==> src/sv/rtdc_pkg.sv <==
package rtdc_pkg;

    localparam int SENSOR_FULL_SCALE_DEFAULT = 1023;

    localparam int CFG_INDEX_W = 3;
    localparam int CFG_DATA_W  = 16;

    // register indexes
    localparam logic [CFG_INDEX_W-1:0] REG_BRAKE_THRESHOLD      = 3'd0;
    localparam logic [CFG_INDEX_W-1:0] REG_PEDAL_MISMATCH_LIMIT = 3'd1;
    localparam logic [CFG_INDEX_W-1:0] REG_START_HOLD_MS        = 3'd2;
    localparam logic [CFG_INDEX_W-1:0] REG_BUZZER_HOLD_MS       = 3'd3;
    localparam logic [CFG_INDEX_W-1:0] REG_FAULT_HOLD_MS        = 3'd4;
    localparam logic [CFG_INDEX_W-1:0] REG_REVERSE_DIRECTION    = 3'd5;
    localparam logic [CFG_INDEX_W-1:0] REG_BATTERY_READY_CODE   = 3'd6;

    // vehicle modes
    localparam logic [1:0] MODE_IDLE   = 2'd0;
    localparam logic [1:0] MODE_START  = 2'd1;
    localparam logic [1:0] MODE_BUZZER = 2'd2;
    localparam logic [1:0] MODE_DRIVE  = 2'd3;

    localparam logic [28:0] STATUS_ID     = 29'h186040F3;
    localparam int          TORQUE_LIMIT  = 32767;
    localparam int          PEDAL_SCALE_NUM = 50;
    localparam int          PEDAL_SCALE_DEN = 33;

    typedef struct packed {
        logic [9:0]  brake_threshold;
        logic [10:0] pedal_mismatch_limit;
        logic [15:0] start_hold_ms;
        logic [15:0] buzzer_hold_ms;
        logic [15:0] fault_hold_ms;
        logic        reverse_direction;
        logic [7:0]  battery_ready_code;
    } cfg_t;

    typedef struct packed {
        logic [31:0] now_ms;
        logic [9:0]  brake_level;
        logic        start_pressed;
        logic [9:0]  pedal_low_raw;
        logic [9:0]  pedal_high_raw;
        logic        status_frame_valid;
        logic [28:0] status_frame_id;
        logic [7:0]  status_frame_byte;
    } sample_t;

    typedef struct packed {
        logic [1:0]         vehicle_state;
        logic               brake_lamp;
        logic               buzzer_on;
        logic               drive_lamp;
        logic               torque_valid;
        logic signed [15:0] torque_command;
        logic               fault_active;
        logic               fault_report;
        logic [10:0]        pedal_low_scaled;
        logic [10:0]        pedal_difference;
        logic               battery_ready;
    } result_t;

endpackage

==> src/sv/vehicle_ready_to_drive_controller_unit.sv <==
// Ready-to-drive controller: takes one control-loop sample per beat and returns one result
// beat for it. A sample accepted at one clock edge sits in the input register, is evaluated
// and moved into the result register once that one is empty or draining, and is offered as
// a result beat from then on; with no stall on either side a new sample is taken at every
// edge. While a result beat waits on out_stall the input register still takes one more
// sample, and the input stalls only once both registers are full.
// Brake plus start button held for start_hold_ms (with battery ready) sounds the buzzer;
// after buzzer_hold_ms the block enters drive and commands torque from the high pedal
// sensor. A pedal disagreement lasting fault_hold_ms sends zero torque and drops to idle.
// Configuration registers may be written only while no sample is in flight.
module vehicle_ready_to_drive_controller_unit #(
    parameter int SENSOR_FULL_SCALE = rtdc_pkg::SENSOR_FULL_SCALE_DEFAULT
) (
    input  logic                              clk,
    input  logic                              rst_n,

    input  logic                              cfg_we,
    input  logic [rtdc_pkg::CFG_INDEX_W-1:0]  cfg_index,
    input  logic [rtdc_pkg::CFG_DATA_W-1:0]   cfg_wdata,

    input  logic                              in_valid,
    output logic                              in_stall,
    input  logic [31:0]                       now_ms,
    input  logic [9:0]                        brake_level,
    input  logic                              start_pressed,
    input  logic [9:0]                        pedal_low_raw,
    input  logic [9:0]                        pedal_high_raw,
    input  logic                              status_frame_valid,
    input  logic [28:0]                       status_frame_id,
    input  logic [7:0]                        status_frame_byte,

    output logic                              out_valid,
    input  logic                              out_stall,
    output logic [1:0]                        vehicle_state,
    output logic                              brake_lamp,
    output logic                              buzzer_on,
    output logic                              drive_lamp,
    output logic                              torque_valid,
    output logic signed [15:0]                torque_command,
    output logic                              fault_active,
    output logic                              fault_report,
    output logic [10:0]                       pedal_low_scaled,
    output logic [10:0]                       pedal_difference,
    output logic                              battery_ready
);
    import rtdc_pkg::*;

    cfg_t    cfg;
    sample_t sample_reg;
    logic    sample_valid_reg;
    result_t result;
    result_t result_reg;
    logic    result_valid_reg;
    logic    advance;
    logic    in_take;

    // input register moves into the result register when that one is empty or draining
    assign advance  = sample_valid_reg && (!result_valid_reg || !out_stall);
    assign in_stall = sample_valid_reg && !advance;
    assign in_take  = in_valid && !in_stall;

    rtdc_cfg u_cfg (
        .clk       (clk),
        .rst_n     (rst_n),
        .cfg_we    (cfg_we),
        .cfg_index (cfg_index),
        .cfg_wdata (cfg_wdata),
        .cfg       (cfg)
    );

    rtdc_step #(
        .SENSOR_FULL_SCALE (SENSOR_FULL_SCALE)
    ) u_step (
        .clk    (clk),
        .rst_n  (rst_n),
        .fire   (advance),
        .sample (sample_reg),
        .cfg    (cfg),
        .result (result)
    );

    always_ff @(posedge clk or negedge rst_n)
    begin
        if (!rst_n)
        begin
            sample_valid_reg <= 1'b0;
            result_valid_reg <= 1'b0;
        end
        else
        begin
            if (in_take)
            begin
                sample_valid_reg <= 1'b1;
            end
            else if (advance)
            begin
                sample_valid_reg <= 1'b0;
            end

            if (advance)
            begin
                result_valid_reg <= 1'b1;
            end
            else if (!out_stall)
            begin
                result_valid_reg <= 1'b0;
            end
        end
    end

    always_ff @(posedge clk)
    begin
        if (in_take)
        begin
            sample_reg.now_ms             <= now_ms;
            sample_reg.brake_level        <= brake_level;
            sample_reg.start_pressed      <= start_pressed;
            sample_reg.pedal_low_raw      <= pedal_low_raw;
            sample_reg.pedal_high_raw     <= pedal_high_raw;
            sample_reg.status_frame_valid <= status_frame_valid;
            sample_reg.status_frame_id    <= status_frame_id;
            sample_reg.status_frame_byte  <= status_frame_byte;
        end
        if (advance)
        begin
            result_reg <= result;
        end
    end

    assign out_valid        = result_valid_reg;
    assign vehicle_state    = result_reg.vehicle_state;
    assign brake_lamp       = result_reg.brake_lamp;
    assign buzzer_on        = result_reg.buzzer_on;
    assign drive_lamp       = result_reg.drive_lamp;
    assign torque_valid     = result_reg.torque_valid;
    assign torque_command   = result_reg.torque_command;
    assign fault_active     = result_reg.fault_active;
    assign fault_report     = result_reg.fault_report;
    assign pedal_low_scaled = result_reg.pedal_low_scaled;
    assign pedal_difference = result_reg.pedal_difference;
    assign battery_ready    = result_reg.battery_ready;

endmodule

==> src/sv/rtdc_cfg.sv <==
module rtdc_cfg (
    input  logic                              clk,
    input  logic                              rst_n,
    input  logic                              cfg_we,
    input  logic [rtdc_pkg::CFG_INDEX_W-1:0]  cfg_index,
    input  logic [rtdc_pkg::CFG_DATA_W-1:0]   cfg_wdata,
    output rtdc_pkg::cfg_t                    cfg
);
    import rtdc_pkg::*;

    cfg_t cfg_reg;
    cfg_t cfg_next;

    always_comb
    begin
        cfg_next = cfg_reg;
        if (cfg_we)
        begin
            case (cfg_index)
                REG_BRAKE_THRESHOLD:      cfg_next.brake_threshold      = cfg_wdata[9:0];
                REG_PEDAL_MISMATCH_LIMIT: cfg_next.pedal_mismatch_limit = cfg_wdata[10:0];
                REG_START_HOLD_MS:        cfg_next.start_hold_ms        = cfg_wdata[15:0];
                REG_BUZZER_HOLD_MS:       cfg_next.buzzer_hold_ms       = cfg_wdata[15:0];
                REG_FAULT_HOLD_MS:        cfg_next.fault_hold_ms        = cfg_wdata[15:0];
                REG_REVERSE_DIRECTION:    cfg_next.reverse_direction    = cfg_wdata[0];
                REG_BATTERY_READY_CODE:   cfg_next.battery_ready_code   = cfg_wdata[7:0];
                default:                  cfg_next = cfg_reg;
            endcase
        end
    end

    always_ff @(posedge clk or negedge rst_n)
    begin
        if (!rst_n)
        begin
            cfg_reg.brake_threshold      <= 10'd102;
            cfg_reg.pedal_mismatch_limit <= 11'd102;
            cfg_reg.start_hold_ms        <= 16'd2000;
            cfg_reg.buzzer_hold_ms       <= 16'd2000;
            cfg_reg.fault_hold_ms        <= 16'd100;
            cfg_reg.reverse_direction    <= 1'b0;
            cfg_reg.battery_ready_code   <= 8'd80;
        end
        else
        begin
            cfg_reg <= cfg_next;
        end
    end

    assign cfg = cfg_reg;

endmodule

==> src/sv/rtdc_step.sv <==
module rtdc_step #(
    parameter int SENSOR_FULL_SCALE = rtdc_pkg::SENSOR_FULL_SCALE_DEFAULT
) (
    input  logic                clk,
    input  logic                rst_n,
    input  logic                fire,
    input  rtdc_pkg::sample_t   sample,
    input  rtdc_pkg::cfg_t      cfg,
    output rtdc_pkg::result_t   result
);
    import rtdc_pkg::*;

    // reciprocal scaling, exact for numerators below 2^16 (pedal) and 2^25 (torque)
    localparam int LOW_SHIFT = 16 + $clog2(PEDAL_SCALE_DEN);
    localparam longint unsigned LOW_FACTOR = PEDAL_SCALE_NUM
        * (((64'd1 << LOW_SHIFT) + PEDAL_SCALE_DEN - 1) / PEDAL_SCALE_DEN);
    localparam int MAG_SHIFT = 25 + $clog2(SENSOR_FULL_SCALE);
    localparam longint unsigned MAG_FACTOR = TORQUE_LIMIT
        * (((64'd1 << MAG_SHIFT) + SENSOR_FULL_SCALE - 1) / SENSOR_FULL_SCALE);

    logic [1:0]  mode_reg;
    logic [1:0]  mode_next;
    logic [31:0] entry_stamp_reg;
    logic [31:0] entry_stamp_next;
    logic [31:0] fault_stamp_reg;
    logic [31:0] fault_stamp_next;
    logic        fault_pending_reg;
    logic        fault_pending_next;
    logic        battery_ok_reg;
    logic        battery_ok_next;

    logic        brake_on;
    logic [31:0] entry_elapsed;
    logic [47:0] low_product;
    logic [10:0] scaled;
    logic [10:0] diff;
    logic [63:0] high_product;
    logic [24:0] mag_full;
    logic [15:0] mag;

    assign brake_on      = sample.brake_level > cfg.brake_threshold;
    assign entry_elapsed = sample.now_ms - entry_stamp_reg;

    // 50/33 scaling, at most 1550
    assign low_product = 48'(sample.pedal_low_raw) * 48'(LOW_FACTOR);
    assign scaled      = 11'(low_product >> LOW_SHIFT);
    assign diff        = (scaled >= 11'(sample.pedal_high_raw))
                       ? scaled - 11'(sample.pedal_high_raw)
                       : 11'(sample.pedal_high_raw) - scaled;

    assign high_product = 64'(sample.pedal_high_raw) * 64'(MAG_FACTOR);
    assign mag_full     = 25'(high_product >> MAG_SHIFT);
    assign mag          = (mag_full > 25'(TORQUE_LIMIT)) ? 16'(TORQUE_LIMIT) : mag_full[15:0];

    always_comb
    begin
        logic [31:0] fault_elapsed;

        mode_next          = mode_reg;
        entry_stamp_next   = entry_stamp_reg;
        fault_stamp_next   = fault_stamp_reg;
        fault_pending_next = fault_pending_reg;
        battery_ok_next    = battery_ok_reg;
        fault_elapsed      = '0;
        result             = '0;

        if (sample.status_frame_valid && sample.status_frame_id == STATUS_ID)
        begin
            battery_ok_next = (sample.status_frame_byte == cfg.battery_ready_code);
        end

        case (mode_reg)
            MODE_IDLE:
            begin
                if (sample.start_pressed && brake_on)
                begin
                    mode_next        = MODE_START;
                    entry_stamp_next = sample.now_ms;
                end
            end
            MODE_START:
            begin
                if (!brake_on || !sample.start_pressed)
                begin
                    mode_next        = MODE_IDLE;
                    entry_stamp_next = sample.now_ms;
                end
                else if (entry_elapsed >= 32'(cfg.start_hold_ms) && battery_ok_next)
                begin
                    mode_next        = MODE_BUZZER;
                    entry_stamp_next = sample.now_ms;
                end
            end
            MODE_BUZZER:
            begin
                if (entry_elapsed >= 32'(cfg.buzzer_hold_ms))
                begin
                    mode_next        = MODE_DRIVE;
                    entry_stamp_next = sample.now_ms;
                end
            end
            MODE_DRIVE:
            begin
                result.pedal_low_scaled = scaled;
                result.pedal_difference = diff;
                if (diff > cfg.pedal_mismatch_limit)
                begin
                    if (!fault_pending_reg)
                    begin
                        fault_pending_next  = 1'b1;
                        fault_stamp_next    = sample.now_ms;
                        result.fault_report = 1'b1;
                    end
                    fault_elapsed = sample.now_ms - fault_stamp_next;
                    if (fault_elapsed >= 32'(cfg.fault_hold_ms))
                    begin
                        result.torque_valid = 1'b1;
                        mode_next           = MODE_IDLE;
                        entry_stamp_next    = sample.now_ms;
                        fault_pending_next  = 1'b0;
                    end
                end
                else
                begin
                    fault_pending_next    = 1'b0;
                    result.torque_valid   = 1'b1;
                    result.torque_command = cfg.reverse_direction ? -$signed(mag)
                                                                  : $signed(mag);
                end
            end
            default:
            begin
                mode_next = MODE_IDLE;
            end
        endcase

        result.vehicle_state = mode_next;
        result.brake_lamp    = brake_on;
        result.buzzer_on     = (mode_next == MODE_BUZZER);
        result.drive_lamp    = (mode_next == MODE_DRIVE);
        result.fault_active  = fault_pending_next;
        result.battery_ready = battery_ok_next;
    end

    always_ff @(posedge clk or negedge rst_n)
    begin
        if (!rst_n)
        begin
            mode_reg          <= MODE_IDLE;
            entry_stamp_reg   <= '0;
            fault_stamp_reg   <= '0;
            fault_pending_reg <= 1'b0;
            battery_ok_reg    <= 1'b0;
        end
        else if (fire)
        begin
            mode_reg          <= mode_next;
            entry_stamp_reg   <= entry_stamp_next;
            fault_stamp_reg   <= fault_stamp_next;
            fault_pending_reg <= fault_pending_next;
            battery_ok_reg    <= battery_ok_next;
        end
    end

endmodule

==> config.mk <==
export PLATFORM = sky130hd
export DESIGN_NAME = vehicle_ready_to_drive_controller_unit
export DESIGN_NICKNAME = d
export VERILOG_FILES = /design/src/sv/rtdc_pkg.sv /design/src/sv/vehicle_ready_to_drive_controller_unit.sv /design/src/sv/rtdc_cfg.sv /design/src/sv/rtdc_step.sv
export SDC_FILE = /design/constraint.sdc
export NUM_CORES = 1
export LEC_CHECK = 0
export BUFFER_PORTS_ARGS = -buffer_cell sky130_fd_sc_hd__buf_4
export CAP_MARGIN = 20
export CORE_MARGIN = 3
export CORE_UTILIZATION = 55
export DETAILED_ROUTE_END_ITERATION = 10
export HOLD_SLACK_MARGIN = 0.03
export PLACE_DENSITY = 0.74
export SLEW_MARGIN = 20
export SYNTH_ARGS = -nofsm -noshare
export SYNTH_HDL_FRONTEND = slang
export SYNTH_SLANG_ARGS = --single-unit
==> constraint.sdc <==
create_clock -name clk -period 21.7 [get_ports clk]
set_clock_uncertainty 0.2 [all_clocks]
set_input_delay 3.255 -clock clk [delete_from_list [all_inputs] [get_ports clk]]
set_output_delay 3.255 -clock clk [all_outputs]
set_load 0.01 [all_outputs]
==> metrics.txt, run 1 <==
CP dominant cell by count o21ai_0; root buffer cell clkbuf_16; final-report hold violation count 0; critical path endpoint category register; status complete, no violations; DR pass1 iterations 7; CTS tree yes; Lkg Pwr 0.0132 µW; die footprint approximately 50000 µm²; Startpoint Class register; Slowest-stage cell, CP o21ai_1; initial antenna violation count 0; Largest register FFs a little over 100; # DRC 0; Final Setup Violations 0; fin nets around 3300; DRT iter0 DRCs ~1500; Peak VDD IR between 0.2 and 0.3 mV; hold slack 0.286 ns; CORE AREA approximately 45000 µm²; Die Span X 221 µm; synthesized area per cell about 10 µm²; Crit Path Class reg2reg; Num CTS Buffers 36; Worst EP required 21.92 ns; ys flop type edfxtp_1; part of the cycle the worst path needs around 50%; row count a little under 80; GRT overflow 0; max_cap viols 0; synth warn 0; CP Max Fanout 23; unrepaired setup endpoints after global routing no; Tmin final 10.91 ns; Clk Latency, worst-skew pair between 0.5 and 0.6 ns; Post-synth EDFFs 148; largest net degree at the start of global routing between 100 and 150; gr usage total roughly a quarter; most common cell in the netlist inv_1; Routed WL roughly 66000 µm; fin. max-slew vios 0; PostCTS Resize Cnt 0; # hold bufs at CTS 0; fmax around 90 MHz; Synth area leader edfxtp_1; routability cong. between 0.9 and 1; peak per-stage delay on the critical path ~0.6 ns; Layout Area Growth over Synthesis 12.1%; Synth area leaders edfxtp_1 17%, ha_1 17%, dfrtp_1 12%; CP arrival roughly 11 ns; Vias/cell slightly below 6; Synth top area share roughly 17%; Cell Pwr Density between 100 and 150 nW/µm²; Core Util, Final 62.6%; Post-CTS Setup Bufs 0; worst min path class reg2reg; post-route ant nets 0; clock tree buffer depth 3; synth cell count leaders 377 x inv_1, 344 x ha_1, 168 x a21oi_1; post-synthesis register bit count 296; first-pass GRT wire length about 110000 µm; I/O pins about 170; Clock Sinks between 200 and 300; async set-or-reset flop fraction in the synthesized netlist about 50%; Placed Cells 3302; chip height between 200 and 250 µm; Via Count between 15000 and 20000; Cell Area, Synth roughly 25000 µm²; count of cell types in the netlist ~90; Routed WL per cell about 19 µm; IO buf count 173; Starting Density between 50 and 60%; Synth Net Count between 3000 and 4000; Antenna diodes 0; relative slew slack between 20% and 30%; share of layout cells above drive strength 1 around an eighth; Tot Pwr about 4200 µW; dpl hpwl 52900 µm; Cell Count, Final, Fillers Out 3369; Seq/Total Area, Yosys 32.2%; setup TNS 0 ns; H-tree levels 2; Cells after Synth about 2600; number of global-route vias before repair between 15000 and 20000; clk slew on worst S/H paths 0.06 ns; Least-Margin Pin Slew about 1.1 ns
logic make-up (layout without fill, tap and decap cells):
group	count (synthesis)	count (layout)	share of synthesized area [%]
multiplexers	118	118	4.98
adder cells (fa/ha/maj)	478	478	27.5
AO/OA/AOI/OAI	569	569	14.2
AND/OR/NAND/NOR	594	594	11.5
buffers and inverters	445	629	6.73
XOR/XNOR	85	85	2.93
flip-flops	296	296	32.2
path summary, 6_finish.rpt:
path | startpoint | end | slack (ns) | cells after the start
setup / recovery | sample_reg[49] | u_step.entry_stamp_reg[19] | 10.79 | 39
hold / removal | u_step.battery_ok_reg | u_step.battery_ok_reg | 0.29 | 2
setup reg to reg | sample_reg[49] | u_step.entry_stamp_reg[19] | 10.79 | 39
hold reg to reg | u_step.battery_ok_reg | u_step.battery_ok_reg | 0.29 | 2
max in group asynchronous | rst_n | u_step.fault_stamp_reg[22] | 17.53 | 2
min in group asynchronous | rst_n | u_cfg.cfg[77] | 2.63 | 1
layout by cell type (no fill, tap or decap), types with 9 or more instances in the layout:
master / synthesis / layout
o21ai_0: 164 / 164
a211oi_1: 22 / 22
fa_1: 134 / 134
or2_2: 9 / 9
mux2_2: 36 / 36
a21boi_0: 10 / 10
nand4_1: 49 / 49
nor2_1: 158 / 158
nand3_1: 53 / 53
xnor2_1: 58 / 58
ha_1: 344 / 344
nor2b_1: 22 / 22
dfstp_2: 25 / 25
dfrtp_1: 123 / 122
edfxtp_1: 148 / 148
mux2i_1: 51 / 51
nand2b_1: 14 / 14
a21o_1: 44 / 44
nor4_1: 12 / 12
o21bai_1: 13 / 13
or3_1: 9 / 9
buf_4: 1 / 184
clkbuf_16: 0 / 36
nor3_1: 40 / 38
xor2_1: 27 / 27
mux2_1: 31 / 31
nand2_1: 166 / 166
inv_1: 377 / 376
a31oi_1: 13 / 13
o21a_1: 18 / 18
and3_1: 22 / 22
a21oi_1: 168 / 168
o211ai_1: 17 / 17
through the flow:
stage	setup WS (ns)	instance area, µm²
after floorplan	12.51	25400
after global placement	11.09	27300
after detailed placement	10.75	27300
after CTS	10.72	28400
after global routing	9.93	28500
final	10.79	28500
power breakdown:
group          switching, µW  internal, µW
Clock                    246           343
Combinational           1690          1150
Sequential              52.5           684
Total                   1990          2170
cell type report:
| class | instances | area, µm² |
|---|---|---|
| fillers | 3774 | 17000 |
| repair buffers | 186 | 1420 |
| inverters | 377 | 1420 |
| flip-flops and latches | 296 | 8180 |
| clock buffers | 46 | 968 |
| multi-input cells | 1844 | 15600 |
| well taps | 600 | 751 |
| clock inverters | 20 | 184 |
worst max-delay path, delay by kind of cell (launching register included):
family,cells,cell delay [ns]
mux,2,0.71
xor+xnor,1,0.30
flops,1,0.49
compound gates,19,4.07
buf+inv,4,0.45
simple gates,5,1.30
fa+ha+maj,8,3.24
metal layers:
| metal | share of wire (%) | wire length (µm) | global-route usage [%] |
|---|---|---|---|
| met3 | 5.3 | 3450 | 3.57 |
| met5 | 0 | 0 | 0 |
| met2 | 47 | 30900 | 43.5 |
| met1 | 45 | 29300 | 37.1 |
| met4 | 3.0 | 1950 | 8.43 |
Note: power is estimated with default switching activity, not from simulation.
==> run 2: changes to the inputs <==
ABC_AREA = 1   (was default)
PLACE_DENSITY = 0.76   (was 0.74)
clock period = 10 ns   (was 21.7 ns; I/O delays follow)
==> run 2 against run 1 <==
Against the previous run:
- core utilization fell by 0.075 points
- clock-buffer cell count down 11
- sequential power grew 120%
- synthesized cell count increased by 41%
- setup slack worse by 10 ns
- maximum frequency rose by 19%
- global-route usage is 1.1 points higher
- design area is 8.8% higher
- non-clock buffer count down 4
- critical endpoint is now u_step.entry_stamp_reg[31]
- largest cell class unchanged
- highest routed layer unchanged
==> metrics.txt, run 2 <==
status complete, no violations; Placed Cells 4450 (+35%); Cell Pwr Density 356 nW/µm² (+140%); Layout Area Growth over Synthesis 11.0%; share of layout cells above drive strength 1 7.93% (-4.4 points); Worst EP required 10.28 ns (-11.64 ns); synth warn 0 (unchanged); root buffer cell clkbuf_16; final-report hold violation count 0 (unchanged); count of cell types in the netlist 50 (-45%); Startpoint Class register; die footprint 53500 µm² (+9.6%); part of the cycle the worst path needs 91.7% (+41 points); mux contribution to synthesized area 1.19% (-3.8 points); worst r2r src sample_reg[49]; Starting Density 56.3% (+0.46 points); fin nets 4422 (+32%); Synth Net Count 4252 (+33%); synth cell count leaders 975 x nand2_1, 729 x inv_1, 344 x ha_1; peak per-stage delay on the critical path 0.54 ns (-0.06 ns); largest net degree at the start of global routing 82 (-26%); row count 81 (+3.8%); Synth top area share 15.9% (-1.6 points); number of global-route vias before repair 22903 (+17%); Via Count 23968 (+22%); Die Span X 231 µm (+4.7%); async set-or-reset flop fraction in the synthesized netlist 50.0% (unchanged); CORE AREA 49600 µm² (+9.0%); Layout fillers 4378 (+16%); I/O pins 174 (unchanged); Final Setup Violations 0 (unchanged); Cell Area, Synth 27900 µm² (+9.9%); relative slew slack 28.7% (+0.085 points); Cells after Synth 3649 (+41%); Post-CTS Setup Bufs 0 (unchanged); Synth Area in Compound Gates 8.57% (-5.6 points); Vias/cell 5.32 (-8.7%); Tmin final 9.17 ns (-1.74 ns); clk slew on worst S/H paths 0.06 ns (about the same); synthesized area per cell 7.65 µm² (-22%); initial antenna violation count 0 (unchanged); post-route ant nets 0 (unchanged); Clk Latency, worst-skew pair 0.60 ns (+0.04 ns); H-tree levels 1 (-1); Cell Count, Final, Fillers Out 4508 (+34%); routability cong. 0.968 (+2.0%); Crit Path Class reg2reg; Synth area leader edfxtp_1; GRT overflow 0 (unchanged); ys flop type edfxtp_1; Lkg Pwr 0.0162 µW (+23%); final instance area 31000 µm² (+8.8%); IO buf count 173 (unchanged); CP arrival 9.44 ns (-1.70 ns); first-pass GRT wire length 119000 µm (+13%); # hold bufs at CTS 0 (unchanged); Routed WL 73800 µm (+13%); PostCTS Resize Cnt 0 (unchanged); most frequent cells in the layout 975 x nand2_1, 728 x inv_1, 344 x ha_1; largest family of logic cells by synthesized area adder cells; simple-gate share of the synthesized area 23.0% (+11 points); hold path startpoint u_step.entry_stamp_reg[7]; critical path endpoint category register; Routed WL per cell 16.4 µm (-16%); fmax 109 MHz (+19%); CTS tree yes; chip height 231 µm (+4.7%); CP Launch Point sample_reg[49]; post-synthesis register bit count 296 (unchanged); clock tree buffer depth 3 (unchanged); DRT iter0 DRCs 2044 (+36%); gr usage total 27.7% (+1.1 points); Slowest-stage cell, CP fa_1; Antenna diodes 0 (unchanged); Post-Synth XOR/XNOR Area 2.26% (-0.67 points); Least-Margin Pin Slew 1.07 ns (+0.00437 ns); worst min path class reg2reg; Peak VDD IR 0.280 mV (-5.3%); Largest register FFs 101 (unchanged); Seq/Total Area, Yosys 29.3% (-2.9 points); commonest non-fill, non-tap cell in the layout nand2_1; fin. max-slew vios 0 (unchanged); Placed Instance Area 29900 µm² (+9.7%); most common cell in the netlist nand2_1; Clock Sinks 296 (unchanged); area share of fa/ha/maj cells after synthesis 25.0% (-2.5 points); CP Max Fanout 32 (+39%); dpl hpwl 60700 µm (+15%); Synth area leaders edfxtp_1 16%, ha_1 15%, nand2_1 13%; DR pass1 iterations 6 (-1); Post-synth EDFFs 148 (unchanged); Num CTS Buffers 31 (-14%); unrepaired setup endpoints after global routing no; CP dominant cell by count nand2_1; setup TNS 0 ns (unchanged); max_cap viols 0 (unchanged); # DRC 0 (unchanged)
run 2: changes by cell type after synthesis, moves of 21 or more:
cell and change:
nor2_1 +87, nand2_1 +809, xnor2_1 -46, inv_1 +352, xor2_1 +33, mux2_2 -34
mux2_1 -31, a21o_1 -35, clkbuf_1 -22, nand3_1 +108, o21ai_0 +28, nor2b_1 -22
a21oi_1 +21
run 2: area by class of cell:
cell class	count	area [µm²]	share of cell area, %
clock inverters	23	264	0.852
repair buffers	182	1370	4.43
well taps	664	831	2.68
flip-flops and latches	296	8180	26.4
clock buffers	35	791	2.55
inverters	738	2770	8.95
multi-input cells	2570	16800	54.1
run 2: path summary, 6_finish.rpt:
check | endpoint | slack, ns | cells after the start
setup / recovery | u_step.entry_stamp_reg[31] | 0.83 | 40
hold / removal | u_step.entry_stamp_reg[7] | 0.27 | 2
setup reg to reg | u_step.entry_stamp_reg[31] | 0.83 | 40
hold reg to reg | u_step.entry_stamp_reg[7] | 0.27 | 2
max in group asynchronous | u_cfg.cfg[77] | 7.68 | 2
min in group asynchronous | u_step.entry_stamp_reg[29] | 0.70 | 1
run 2: critical path, delay by kind of cell (launching register included):
family                     cells  cell delay, ns
xor gates and xnor gates       1            0.09
adders and majority gates      8            3.40
buffers and inverters          6            0.69
AOI/OAI and AO/OA              9            1.89
DFF                            1            0.48
and+or+nand+nor               16            2.30
run 2: cell families after synthesis:
family | count (synthesis)
AOI/OAI and AO/OA | 445
xor gates and xnor gates | 72
adders and majority gates | 478
buffers and inverters | 783
DFF | 296
muxes | 33
and+or+nand+nor | 1542
run 2: stage by stage:
stage                     hold slack (ns)  total power (µW)  worst slack (ns)  util [%]
after floorplan                     0.234              7570              2.20         -
after global placement              0.257              9610              1.10      60.4
after detailed placement            0.259              9670             0.860      60.4
after CTS                           0.274             11000             0.794      62.5
after global routing                0.283             12200            0.0263      62.5
final                               0.273             11000             0.833      62.5
run 2: where the power goes:
part	switching (µW)	internal (µW)
sequential	160	1480
clock	503	700
combinational	5300	2890
run 2: metal layers:
layer	routed length [µm]	track usage [%]	part of all wire (%)
met1	34300	40.7	47
met2	31900	43.0	43
met3	5580	4.26	7.6
met4	1970	7.09	2.7
met5	0	0	0
